===== src/hdl/tpc_pkg.sv =====
// Shared constants, types and the divider step for the touch calibration block.
package tpc_pkg;

    localparam int ADC_W    = 10;   // converter reading and screen coordinate width
    localparam int SPAN_W   = 10;   // magnitude of a calibration span or of a reading offset
    localparam int PROD_W   = 20;   // magnitude of the scaled reading offset
    localparam int REM_W    = SPAN_W + 1;
    localparam int RES_W    = 24;   // signed working width after the divide
    localparam int ADDR_W   = 5;
    localparam int DATA_W   = 32;
    localparam int N_CELLS  = PROD_W;

    localparam int DEF_SCREEN_WIDTH  = 480;
    localparam int DEF_SCREEN_HEIGHT = 272;
    localparam int DEF_ADC_BITS      = 10;
    localparam int EDGE_MARGIN       = 10;
    localparam int EDGE_OFFSET       = 5;

    localparam logic [ADC_W-1:0] RST_CAL_X_FIRST  = ADC_W'(848);
    localparam logic [ADC_W-1:0] RST_CAL_Y_FIRST  = ADC_W'(656);
    localparam logic [ADC_W-1:0] RST_CAL_X_SECOND = ADC_W'(186);
    localparam logic [ADC_W-1:0] RST_CAL_Y_SECOND = ADC_W'(349);
    localparam logic             RST_CAL_MODE     = 1'b1;

    typedef enum logic [2:0] {
        REG_CAL_X_FIRST  = 3'd0,
        REG_CAL_Y_FIRST  = 3'd1,
        REG_CAL_X_SECOND = 3'd2,
        REG_CAL_Y_SECOND = 3'd3,
        REG_CAL_MODE     = 3'd4
    } t_reg_idx;

    typedef struct packed {
        logic [ADC_W-1:0] cal_x_first;
        logic [ADC_W-1:0] cal_y_first;
        logic [ADC_W-1:0] cal_x_second;
        logic [ADC_W-1:0] cal_y_second;
        logic             mode;
    } t_cfg;

    // span magnitudes and signs; the user must keep them stable while items are in flight
    typedef struct packed {
        logic              sx;
        logic              sy;
        logic [SPAN_W-1:0] dx;
        logic [SPAN_W-1:0] dy;
    } t_div;

    typedef struct packed {
        logic              neg;
        logic [REM_W-1:0]  rem;
        logic [PROD_W-1:0] acc;   // dividend bits shift out, quotient bits shift in
    } t_axis;

    typedef struct packed {
        logic             pen_up;
        logic [ADC_W-1:0] ax;
        logic [ADC_W-1:0] ay;
        t_axis            x;
        t_axis            y;
    } t_item;

    typedef struct packed {
        logic             pressed;
        logic [ADC_W-1:0] screen_x;
        logic [ADC_W-1:0] screen_y;
        logic             span_error;
    } t_result;

    // One restoring-division step: one quotient bit.
    function automatic t_axis div_step(t_axis a, logic [SPAN_W-1:0] d);
        t_axis            r;
        logic [REM_W-1:0] sh;
        logic [REM_W-1:0] dd;
        r  = a;
        sh = {a.rem[REM_W-2:0], a.acc[PROD_W-1]};
        dd = {1'b0, d};
        if (sh >= dd) begin
            r.rem = sh - dd;
            r.acc = {a.acc[PROD_W-2:0], 1'b1};
        end else begin
            r.rem = sh;
            r.acc = {a.acc[PROD_W-2:0], 1'b0};
        end
        return r;
    endfunction

endpackage


===== src/hdl/tpc_if.sv =====
// Valid/ready channel interfaces for pen events and calibrated results.
interface tpc_in_if;
    logic                       valid;
    logic                       ready;
    logic                       pen_up;
    logic [tpc_pkg::ADC_W-1:0]  adc_x;
    logic [tpc_pkg::ADC_W-1:0]  adc_y;

    modport source (output valid, output pen_up, output adc_x, output adc_y, input ready);
    modport sink   (input valid, input pen_up, input adc_x, input adc_y, output ready);
endinterface

interface tpc_out_if;
    logic                       valid;
    logic                       ready;
    logic                       pressed;
    logic [tpc_pkg::ADC_W-1:0]  screen_x;
    logic [tpc_pkg::ADC_W-1:0]  screen_y;
    logic                       span_error;

    modport source (output valid, output pressed, output screen_x, output screen_y,
                    output span_error, input ready);
    modport sink   (input valid, input pressed, input screen_x, input screen_y,
                    input span_error, output ready);
endinterface


===== src/hdl/tpc_pre.sv =====
// Front stage: mask readings, take offsets from the calibration base and scale them.
module tpc_pre #(
    parameter int SCREEN_WIDTH  = tpc_pkg::DEF_SCREEN_WIDTH,
    parameter int SCREEN_HEIGHT = tpc_pkg::DEF_SCREEN_HEIGHT,
    parameter int ADC_BITS      = tpc_pkg::DEF_ADC_BITS
) (
    input  logic                      i_clk,
    input  logic                      i_rst_n,
    input  tpc_pkg::t_cfg             i_cfg,
    input  tpc_pkg::t_div             i_div,
    input  logic                      i_valid,
    input  logic                      i_pen_up,
    input  logic [tpc_pkg::ADC_W-1:0] i_adc_x,
    input  logic [tpc_pkg::ADC_W-1:0] i_adc_y,
    output logic                      o_ready,
    output logic                      o_valid,
    output tpc_pkg::t_item            o_item,
    input  logic                      i_ready_next
);
    localparam int ADC_EFF = (ADC_BITS < tpc_pkg::ADC_W) ? ADC_BITS : tpc_pkg::ADC_W;
    localparam logic [tpc_pkg::ADC_W-1:0] ADC_MASK = tpc_pkg::ADC_W'((1 << ADC_EFF) - 1);
    localparam logic [tpc_pkg::SPAN_W-1:0] LEN_X =
        tpc_pkg::SPAN_W'(SCREEN_WIDTH - tpc_pkg::EDGE_MARGIN);
    localparam logic [tpc_pkg::SPAN_W-1:0] LEN_Y =
        tpc_pkg::SPAN_W'(SCREEN_HEIGHT - tpc_pkg::EDGE_MARGIN);

    logic                        r_valid;
    tpc_pkg::t_item              r_item;
    tpc_pkg::t_item              n_item;
    logic [tpc_pkg::ADC_W-1:0]   ax, ay;
    logic [tpc_pkg::REM_W-1:0]   num_x, num_y;
    logic [tpc_pkg::SPAN_W-1:0]  mag_x, mag_y;
    logic [tpc_pkg::REM_W-1:0]   neg_x, neg_y;

    assign o_ready = !r_valid || i_ready_next;
    assign o_valid = r_valid;
    assign o_item  = r_item;

    always_comb begin
        ax    = i_adc_x & ADC_MASK;
        ay    = i_adc_y & ADC_MASK;
        num_x = {1'b0, ax} - {1'b0, i_cfg.cal_x_second};
        num_y = {1'b0, ay} - {1'b0, i_cfg.cal_y_first};
        neg_x = -num_x;
        neg_y = -num_y;
        mag_x = num_x[tpc_pkg::REM_W-1] ? neg_x[tpc_pkg::SPAN_W-1:0]
                                        : num_x[tpc_pkg::SPAN_W-1:0];
        mag_y = num_y[tpc_pkg::REM_W-1] ? neg_y[tpc_pkg::SPAN_W-1:0]
                                        : num_y[tpc_pkg::SPAN_W-1:0];
        n_item.pen_up = i_pen_up;
        n_item.ax     = ax;
        n_item.ay     = ay;
        n_item.x.neg  = num_x[tpc_pkg::REM_W-1] ^ i_div.sx;
        n_item.y.neg  = num_y[tpc_pkg::REM_W-1] ^ i_div.sy;
        n_item.x.rem  = '0;
        n_item.y.rem  = '0;
        n_item.x.acc  = tpc_pkg::PROD_W'(mag_x) * tpc_pkg::PROD_W'(LEN_X);
        n_item.y.acc  = tpc_pkg::PROD_W'(mag_y) * tpc_pkg::PROD_W'(LEN_Y);
    end

    always_ff @(posedge i_clk) begin
        if (!i_rst_n) begin
            r_valid <= 1'b0;
        end else if (o_ready) begin
            r_valid <= i_valid;
        end
    end

    always_ff @(posedge i_clk) begin
        if (o_ready && i_valid) begin
            r_item <= n_item;
        end
    end
endmodule


===== src/hdl/tpc_div_cell.sv =====
// One divider cell: produce one quotient bit for both axes and hand the item on.
module tpc_div_cell (
    input  logic           i_clk,
    input  logic           i_rst_n,
    input  tpc_pkg::t_div  i_div,
    input  logic           i_valid,
    input  tpc_pkg::t_item i_item,
    output logic           o_ready,
    output logic           o_valid,
    output tpc_pkg::t_item o_item,
    input  logic           i_ready_next
);
    logic           r_valid;
    tpc_pkg::t_item r_item;
    tpc_pkg::t_item n_item;

    assign o_ready = !r_valid || i_ready_next;
    assign o_valid = r_valid;
    assign o_item  = r_item;

    always_comb begin
        n_item   = i_item;
        n_item.x = tpc_pkg::div_step(i_item.x, i_div.dx);
        n_item.y = tpc_pkg::div_step(i_item.y, i_div.dy);
    end

    always_ff @(posedge i_clk) begin
        if (!i_rst_n) begin
            r_valid <= 1'b0;
        end else if (o_ready) begin
            r_valid <= i_valid;
        end
    end

    always_ff @(posedge i_clk) begin
        if (o_ready && i_valid) begin
            r_item <= n_item;
        end
    end
endmodule


===== src/hdl/tpc_post.sv =====
// Output stage: sign, offset, mirror and clamp; hold the last coordinates.
module tpc_post #(
    parameter int SCREEN_WIDTH  = tpc_pkg::DEF_SCREEN_WIDTH,
    parameter int SCREEN_HEIGHT = tpc_pkg::DEF_SCREEN_HEIGHT
) (
    input  logic             i_clk,
    input  logic             i_rst_n,
    input  tpc_pkg::t_cfg    i_cfg,
    input  tpc_pkg::t_div    i_div,
    input  logic             i_valid,
    input  tpc_pkg::t_item   i_item,
    output logic             o_ready,
    output logic             o_valid,
    output tpc_pkg::t_result o_res,
    input  logic             i_ready_next
);
    localparam logic signed [tpc_pkg::RES_W-1:0] SW = tpc_pkg::RES_W'(SCREEN_WIDTH);
    localparam logic signed [tpc_pkg::RES_W-1:0] SH = tpc_pkg::RES_W'(SCREEN_HEIGHT);
    localparam logic signed [tpc_pkg::RES_W-1:0] OFS = tpc_pkg::RES_W'(tpc_pkg::EDGE_OFFSET);

    logic                               r_valid;
    tpc_pkg::t_result                   r_res;
    tpc_pkg::t_result                   n_res;
    logic [tpc_pkg::ADC_W-1:0]          r_last_x, r_last_y;
    logic signed [tpc_pkg::RES_W-1:0]   qx, qy, vx, vy;
    logic [tpc_pkg::ADC_W-1:0]          cx, cy;
    logic                               zx, zy;

    assign o_ready = !r_valid || i_ready_next;
    assign o_valid = r_valid;
    assign o_res   = r_res;

    always_comb begin
        qx = $signed({{(tpc_pkg::RES_W - tpc_pkg::PROD_W){1'b0}}, i_item.x.acc});
        qy = $signed({{(tpc_pkg::RES_W - tpc_pkg::PROD_W){1'b0}}, i_item.y.acc});
        if (i_item.x.neg) qx = -qx;
        if (i_item.y.neg) qy = -qy;
        vx = SW - (qx + OFS);
        vy = qy + OFS;
        // clamp to the visible area
        if (vx < 0)        cx = '0;
        else if (vx >= SW) cx = tpc_pkg::ADC_W'(SCREEN_WIDTH - 1);
        else               cx = vx[tpc_pkg::ADC_W-1:0];
        if (vy < 0)        cy = '0;
        else if (vy >= SH) cy = tpc_pkg::ADC_W'(SCREEN_HEIGHT - 1);
        else               cy = vy[tpc_pkg::ADC_W-1:0];
        zx = (i_div.dx == '0);
        zy = (i_div.dy == '0);

        if (i_item.pen_up) begin
            n_res.pressed    = 1'b0;
            n_res.screen_x   = r_last_x;
            n_res.screen_y   = r_last_y;
            n_res.span_error = 1'b0;
        end else if (i_cfg.mode) begin
            n_res.pressed    = 1'b1;
            n_res.screen_x   = zx ? '0 : cx;
            n_res.screen_y   = zy ? '0 : cy;
            n_res.span_error = zx || zy;
        end else begin
            n_res.pressed    = 1'b1;
            n_res.screen_x   = i_item.ax;
            n_res.screen_y   = i_item.ay;
            n_res.span_error = 1'b0;
        end
    end

    always_ff @(posedge i_clk) begin
        if (!i_rst_n) begin
            r_valid  <= 1'b0;
            r_last_x <= '0;
            r_last_y <= '0;
        end else if (o_ready) begin
            r_valid <= i_valid;
            if (i_valid) begin
                r_last_x <= n_res.screen_x;
                r_last_y <= n_res.screen_y;
            end
        end
    end

    always_ff @(posedge i_clk) begin
        if (o_ready && i_valid) begin
            r_res <= n_res;
        end
    end
endmodule


===== src/hdl/touch_two_point_calibration_top.sv =====
// Top level of the touch-panel two-point calibration pipeline with its register port.
//
// Each input transaction is one pen event: a pen-up flag or a pair of converter readings.
// In calibrated mode a pen-down sample is scaled by the screen span, divided by the
// configured calibration span with truncation toward zero, offset, mirrored on X and
// clamped to the screen; otherwise the masked raw readings pass through. A pen-up event
// reports pressed low with the last coordinates. A zero span in calibrated mode forces
// that axis to 0 and raises span_error. Throughput is one transaction per clock unless
// the output stalls. The pipeline is the front scaling stage, a row of 20 divider cells
// (one quotient bit each, both axes side by side) and the output register. Each stage
// has its own valid bit and takes new data whenever it is empty or its successor moves,
// so bubbles close up while the output is stalled. Registers sit at byte addresses 0, 4,
// 8, 12, 16 (cal_x_first, cal_y_first, cal_x_second, cal_y_second, calibrated_mode); the
// user must write them only while no transaction is in flight, unchecked by the block.
module touch_two_point_calibration_top #(
    parameter int SCREEN_WIDTH  = tpc_pkg::DEF_SCREEN_WIDTH,
    parameter int SCREEN_HEIGHT = tpc_pkg::DEF_SCREEN_HEIGHT,
    parameter int ADC_BITS      = tpc_pkg::DEF_ADC_BITS
) (
    input  logic                       i_clk,
    input  logic                       i_rst_n,
    tpc_in_if.sink                     i_in,
    tpc_out_if.source                  o_out,
    input  logic                       psel,
    input  logic                       penable,
    input  logic                       pwrite,
    input  logic [tpc_pkg::ADDR_W-1:0] paddr,
    input  logic [tpc_pkg::DATA_W-1:0] pwdata,
    output logic [tpc_pkg::DATA_W-1:0] prdata,
    output logic                       pready
);
    localparam int NC = tpc_pkg::N_CELLS;

    tpc_pkg::t_cfg     r_cfg;
    tpc_pkg::t_div     div;
    tpc_pkg::t_reg_idx reg_idx;
    tpc_pkg::t_result  res;
    logic [tpc_pkg::REM_W-1:0] den_x, den_y, nden_x, nden_y;

    logic           v   [0:NC];
    logic           rdy [0:NC];
    tpc_pkg::t_item it  [0:NC];

    // ---------------- register port ----------------
    assign pready  = 1'b1;
    assign reg_idx = tpc_pkg::t_reg_idx'(paddr[tpc_pkg::ADDR_W-1:2]);

    always_ff @(posedge i_clk) begin
        if (!i_rst_n) begin
            r_cfg.cal_x_first  <= tpc_pkg::RST_CAL_X_FIRST;
            r_cfg.cal_y_first  <= tpc_pkg::RST_CAL_Y_FIRST;
            r_cfg.cal_x_second <= tpc_pkg::RST_CAL_X_SECOND;
            r_cfg.cal_y_second <= tpc_pkg::RST_CAL_Y_SECOND;
            r_cfg.mode         <= tpc_pkg::RST_CAL_MODE;
        end else if (psel && penable && pwrite) begin
            case (reg_idx)
                tpc_pkg::REG_CAL_X_FIRST:  r_cfg.cal_x_first  <= pwdata[tpc_pkg::ADC_W-1:0];
                tpc_pkg::REG_CAL_Y_FIRST:  r_cfg.cal_y_first  <= pwdata[tpc_pkg::ADC_W-1:0];
                tpc_pkg::REG_CAL_X_SECOND: r_cfg.cal_x_second <= pwdata[tpc_pkg::ADC_W-1:0];
                tpc_pkg::REG_CAL_Y_SECOND: r_cfg.cal_y_second <= pwdata[tpc_pkg::ADC_W-1:0];
                tpc_pkg::REG_CAL_MODE:     r_cfg.mode         <= pwdata[0];
                default: ;   // drop writes outside the register map
            endcase
        end
    end

    always_comb begin
        case (reg_idx)
            tpc_pkg::REG_CAL_X_FIRST:  prdata = tpc_pkg::DATA_W'(r_cfg.cal_x_first);
            tpc_pkg::REG_CAL_Y_FIRST:  prdata = tpc_pkg::DATA_W'(r_cfg.cal_y_first);
            tpc_pkg::REG_CAL_X_SECOND: prdata = tpc_pkg::DATA_W'(r_cfg.cal_x_second);
            tpc_pkg::REG_CAL_Y_SECOND: prdata = tpc_pkg::DATA_W'(r_cfg.cal_y_second);
            tpc_pkg::REG_CAL_MODE:     prdata = tpc_pkg::DATA_W'(r_cfg.mode);
            default:                   prdata = '0;
        endcase
    end

    // ---------------- calibration spans ----------------
    // Stages all read spans; the user must keep them static while transactions are in flight.
    always_comb begin
        den_x  = {1'b0, r_cfg.cal_x_first}  - {1'b0, r_cfg.cal_x_second};
        den_y  = {1'b0, r_cfg.cal_y_second} - {1'b0, r_cfg.cal_y_first};
        nden_x = -den_x;
        nden_y = -den_y;
        div.sx = den_x[tpc_pkg::REM_W-1];
        div.sy = den_y[tpc_pkg::REM_W-1];
        div.dx = div.sx ? nden_x[tpc_pkg::SPAN_W-1:0] : den_x[tpc_pkg::SPAN_W-1:0];
        div.dy = div.sy ? nden_y[tpc_pkg::SPAN_W-1:0] : den_y[tpc_pkg::SPAN_W-1:0];
    end

    // ---------------- front stage: offset and scale ----------------
    tpc_pre #(
        .SCREEN_WIDTH  (SCREEN_WIDTH),
        .SCREEN_HEIGHT (SCREEN_HEIGHT),
        .ADC_BITS      (ADC_BITS)
    ) u_pre (
        .i_clk        (i_clk),
        .i_rst_n      (i_rst_n),
        .i_cfg        (r_cfg),
        .i_div        (div),
        .i_valid      (i_in.valid),
        .i_pen_up     (i_in.pen_up),
        .i_adc_x      (i_in.adc_x),
        .i_adc_y      (i_in.adc_y),
        .o_ready      (i_in.ready),
        .o_valid      (v[0]),
        .o_item       (it[0]),
        .i_ready_next (rdy[0])
    );

    // ---------------- divider row: one quotient bit per cell, MSB first ----------------
    for (genvar k = 0; k < NC; k++) begin : g_cell
        tpc_div_cell u_cell (
            .i_clk        (i_clk),
            .i_rst_n      (i_rst_n),
            .i_div        (div),
            .i_valid      (v[k]),
            .i_item       (it[k]),
            .o_ready      (rdy[k]),
            .o_valid      (v[k+1]),
            .o_item       (it[k+1]),
            .i_ready_next (rdy[k+1])
        );
    end

    // ---------------- output stage ----------------
    tpc_post #(
        .SCREEN_WIDTH  (SCREEN_WIDTH),
        .SCREEN_HEIGHT (SCREEN_HEIGHT)
    ) u_post (
        .i_clk        (i_clk),
        .i_rst_n      (i_rst_n),
        .i_cfg        (r_cfg),
        .i_div        (div),
        .i_valid      (v[NC]),
        .i_item       (it[NC]),
        .o_ready      (rdy[NC]),
        .o_valid      (o_out.valid),
        .o_res        (res),
        .i_ready_next (o_out.ready)
    );

    assign o_out.pressed    = res.pressed;
    assign o_out.screen_x   = res.screen_x;
    assign o_out.screen_y   = res.screen_y;
    assign o_out.span_error = res.span_error;
endmodule

===== src/flat_wrapper.sv =====
// flat-port wrapper written by rule: the top's interface ports become plain ports
module touch_two_point_calibration_top_flat 
#(
    parameter int SCREEN_WIDTH  = tpc_pkg::DEF_SCREEN_WIDTH,
    parameter int SCREEN_HEIGHT = tpc_pkg::DEF_SCREEN_HEIGHT,
    parameter int ADC_BITS      = tpc_pkg::DEF_ADC_BITS
)
  (i_clk, i_rst_n, psel, penable, pwrite, paddr, pwdata, prdata, pready, i_in_valid, i_in_pen_up, i_in_adc_x, i_in_adc_y, i_in_ready, o_out_valid, o_out_pressed, o_out_screen_x, o_out_screen_y, o_out_span_error, o_out_ready);
  tpc_in_if i_in_i ();
  tpc_out_if o_out_i ();
  input  logic i_clk;
  input  logic i_rst_n;
  input  logic psel;
  input  logic penable;
  input  logic pwrite;
  input  logic [tpc_pkg::ADDR_W-1:0] paddr;
  input  logic [tpc_pkg::DATA_W-1:0] pwdata;
  output logic [tpc_pkg::DATA_W-1:0] prdata;
  output logic pready;
  input wire logic [$bits(i_in_i.valid)-1:0] i_in_valid;
  input wire logic [$bits(i_in_i.pen_up)-1:0] i_in_pen_up;
  input wire logic [$bits(i_in_i.adc_x)-1:0] i_in_adc_x;
  input wire logic [$bits(i_in_i.adc_y)-1:0] i_in_adc_y;
  output wire logic [$bits(i_in_i.ready)-1:0] i_in_ready;
  output wire logic [$bits(o_out_i.valid)-1:0] o_out_valid;
  output wire logic [$bits(o_out_i.pressed)-1:0] o_out_pressed;
  output wire logic [$bits(o_out_i.screen_x)-1:0] o_out_screen_x;
  output wire logic [$bits(o_out_i.screen_y)-1:0] o_out_screen_y;
  output wire logic [$bits(o_out_i.span_error)-1:0] o_out_span_error;
  input wire logic [$bits(o_out_i.ready)-1:0] o_out_ready;
  assign i_in_i.valid = i_in_valid;
  assign i_in_i.pen_up = i_in_pen_up;
  assign i_in_i.adc_x = i_in_adc_x;
  assign i_in_i.adc_y = i_in_adc_y;
  assign i_in_ready = i_in_i.ready;
  assign o_out_valid = o_out_i.valid;
  assign o_out_pressed = o_out_i.pressed;
  assign o_out_screen_x = o_out_i.screen_x;
  assign o_out_screen_y = o_out_i.screen_y;
  assign o_out_span_error = o_out_i.span_error;
  assign o_out_i.ready = o_out_ready;
  touch_two_point_calibration_top #(.SCREEN_WIDTH(SCREEN_WIDTH), .SCREEN_HEIGHT(SCREEN_HEIGHT), .ADC_BITS(ADC_BITS)) u_core (.i_clk(i_clk), .i_rst_n(i_rst_n), .i_in(i_in_i), .o_out(o_out_i), .psel(psel), .penable(penable), .pwrite(pwrite), .paddr(paddr), .pwdata(pwdata), .prdata(prdata), .pready(pready));
endmodule

===== config.mk =====
export PLATFORM = sky130hd
export DESIGN_NAME = touch_two_point_calibration_top_flat
export DESIGN_NICKNAME = d
export VERILOG_FILES = /design/src/hdl/tpc_pkg.sv /design/src/hdl/tpc_if.sv /design/src/hdl/tpc_pre.sv /design/src/hdl/tpc_div_cell.sv /design/src/hdl/tpc_post.sv /design/src/hdl/touch_two_point_calibration_top.sv /design/src/flat_wrapper.sv
export SDC_FILE = /design/constraint.sdc
export NUM_CORES = 2
export LEC_CHECK = 0
export ABC_AREA = 1
export ABC_CLOCK_PERIOD_IN_PS = 14100
export BUFFER_PORTS_ARGS = -buffer_cell sky130_fd_sc_hd__clkbuf_2
export CAP_MARGIN = 15
export CORE_ASPECT_RATIO = 2
export CORE_MARGIN = 4
export CORE_UTILIZATION = 55
export CTS_CLUSTER_SIZE = 24
export DETAILED_ROUTE_END_ITERATION = 16
export PLACE_DENSITY = 0.69
export SYNTH_ARGS = -nofsm -noshare
export SYNTH_HDL_FRONTEND = slang
export SYNTH_HIERARCHICAL = 1
export SYNTH_SLANG_ARGS = --single-unit

===== constraint.sdc =====
create_clock -name i_clk -period 14.1 [get_ports i_clk]
set_clock_uncertainty 0.15 [all_clocks]
set_input_delay 0.705 -clock i_clk [delete_from_list [all_inputs] [get_ports i_clk]]
set_output_delay 0.705 -clock i_clk [all_outputs]
set_load 0.005 [all_outputs]

==> flow_summary_export.csv <==
group,metric,value,unit
pwr,leakagePower,45.5,nW
pwr,clkPwrFrac,0.347,
global_route,grt_pass1_wl,318000,um
detailed_routing,routed_wl,201000,um
floorplanning,die_width,300,um
timing,fin_crit,6630,ps
setup_path,crit_path_max_incr_delay,330,ps
detailed_routing,drc,0,
setup_path,crit_fanout,3,
placement,gp_congestion,0.985,
timing,fmax,0.151,GHz
hold_path,worstHoldPathType,"in2reg",
floorplanning,die-area,177000,um^2
synthesis,avgSynthCellArea,9.83,um^2
floorplanning,start_util,0.555,
detailed_routing,wire_per_inst,16.6,um
global_route,grt_pass1_vias,64254,
timing,worstMarginPinSlew,1110,ps
global_route,gr-usage-met1,0.195,
placement,dp_hpwl,151000,um
layout,final_util,0.604,
layout,layout-drive-gt1-share,0.0991,
floorplanning,ios,122,
timing,rsz0062_at_grt,"false",
global_route,use_met3,0.0231,
detailed_routing,ant_nets,0,
outcome,status,"finished, final reports clean",
detailed_routing,via_count,61874,
timing,setup_tns,0,ps
clocking,cts_resized,0,
pwr,p_sw,3.43,mW
setup_path,cp-start-kind,"register",
clocking,clk_latency,790,ps
detailed_routing,via_per_inst,5.11,
placement,place_ws,7400,ps
timing,fin_ws,7470,ps
timing,worst_hold_slack,68.9,ps
setup_path,critPathMostFrequentCell,"nand2_1",
floorplanning,die_height,591,um
layout,syn2layout_area_growth,8.94,%
setup_path,required,13240,ps
placement,io_buffers,74,
global_route,grt_usage,0.227,
pwr,p_comb_frac,0.178,
clocking,clock-root-buffer,"clkbuf_16",
detailed_routing,dr.first_iter.drc_count,3020,
synthesis,ys_warn_count,6,
global_route,grt_overflow_total,0,
synthesis,syn_inst,9520,
clocking,htreeDepth,4,
clocking,cts.reportedPaths.clkPinSlew,70,ps
floorplanning,coreArea,169000,um^2
global_route,antenna_found_initial,15,
global_route,grt_max_degree,84,
timing,finalHoldViolations,0,
pwr,irDropWorstVdd,153,uV
timing,slew_headroom,0.263,
setup_path,end_kind,"output port",
pwr,seqPwrFrac,0.475,
clocking,cts_made_buffers,165,
setup_path,critPathSlowestCell,"dfxtp_1",
layout,nNetsFinal,10400,
placement,placed_area,96500,um^2
clocking,clock_path_buffers,4,
global_route,busiest_layer,"met2",
clocking,cts_tree,"built",
flow_run,maxCapViolCount,0,
floorplanning,rows,213,
detailed_routing,firstDrtPassIters,5,
setup_path,worstSetupPathType,"reg2out",
timing,period_share,0.470,
clocking,cts.sinks,1804,
layout,most-common-layout-cells,"nand2_1, edfxtp_1, inv_1",
pwr,p_int,9.36,mW
global_route,met2_usage,0.469,
pwr,swShare,0.268,
synthesis,synth_area,93600,um^2
setup_path,worstPathArrival,5770,ps
layout,finalInstanceArea,102000,um^2
timing,setup_viol,0,
timing,slew_violations,0,
layout,mostFrequentLayoutCell,"nand2_1",
pwr,power_density,125,nW/um^2
==> layout make-up <==
| class | instances | area [um^2] |
|---|---|---|
| fill | 13805 | 66700 |
| sequential | 1804 | 53300 |
| multi-input combinational | 5953 | 33300 |
| inverter | 1688 | 6340 |
| clock buffer | 187 | 4250 |
| tap | 2257 | 2820 |
| clock inverter | 103 | 1080 |
| timing repair buffer | 125 | 788 |
| antenna | 3 | 7.51 |
==> sequential cells by signal, indices dropped and copies added, names as in the netlist <==
name                          count
u_core/u_pre/o_valid              1
u_core/u_post/r_last_x           10
u_core/g_cell.u_cell/o_item    1640
u_core/u_post/r_last_y           10
u_core/u_post/o_valid             1
u_core/u_pre/o_item              59
u_core/g_cell.u_cell/o_valid     20
u_core/u_post/o_res              22
u_core/r_cfg                     41
==> layer usage <==
layer,vias up,part of all wire
li1,31122,-
met1,28741,0.31
met2,1260,0.58
met3,747,0.027
met4,4,0.084
met5,-,0.00011
==> power by group through the flow <==
| stage | Sequential, mW | Clock (mW) | Combinational, mW |
|---|---|---|---|
| 2_1_floorplan | 6.17 | 0 | 1.77 |
| 3_3_place_gp | 6.19 | 0 | 2.21 |
| 3_5_place_dp | 6.19 | 0 | 2.26 |
| 4_1_cts | 6.07 | 4.57 | 2.28 |
| 5_1_grt | 6.08 | 4.77 | 2.59 |
| 6_report | 6.07 | 4.43 | 2.28 |
==> critical path: cells and delay by family (launching register included) <==
| family | cells | cell delay [ps] |
|---|---|---|
| buffers and inverters | 22 | 2640 |
| AND/OR/NAND/NOR | 22 | 2000 |
| flip-flops | 1 | 330 |
==> worst paths after layout <==
path	depth (start not counted)	end	startpoint	slack, ps
setup / recovery	44	i_in_ready	u_core/u_post/o_valid$_SDFFE_PN0N_	7470
hold / removal	3	u_core/r_cfg[4]$_SDFFE_PN1P_	pwdata[3]	70
setup reg to reg	29	u_core/u_pre/o_item[49]$_DFFE_PP_	u_core/r_cfg[11]$_SDFFE_PN0P_	7840
hold reg to reg	0	u_core/g_cell[6].u_cell/o_item[12]$_DFFE_PP_	u_core/g_cell[5].u_cell/o_item[11]$_DFFE_PP_	240
==> what timing repair did <==
| item | in CTS | in global routing |
|---|---|---|
| setup endpoints to repair | 0 | 0 |
| endpoints found under the hold margin | 9 | 0 |
| hold buffers | 9 | 0 |
| buffers inserted | 0 | 0 |
==> stage by stage <==
step | total power, mW | std cells
3_3_place_gp | 8.39 | 11817
4_1_cts | 12.9 | 12116
2_1_floorplan | 7.94 | 9564
5_1_grt | 13.4 | 12120
3_5_place_dp | 8.45 | 11817
6_report | 12.8 | 12120
(Power assumes the default switching activity.)
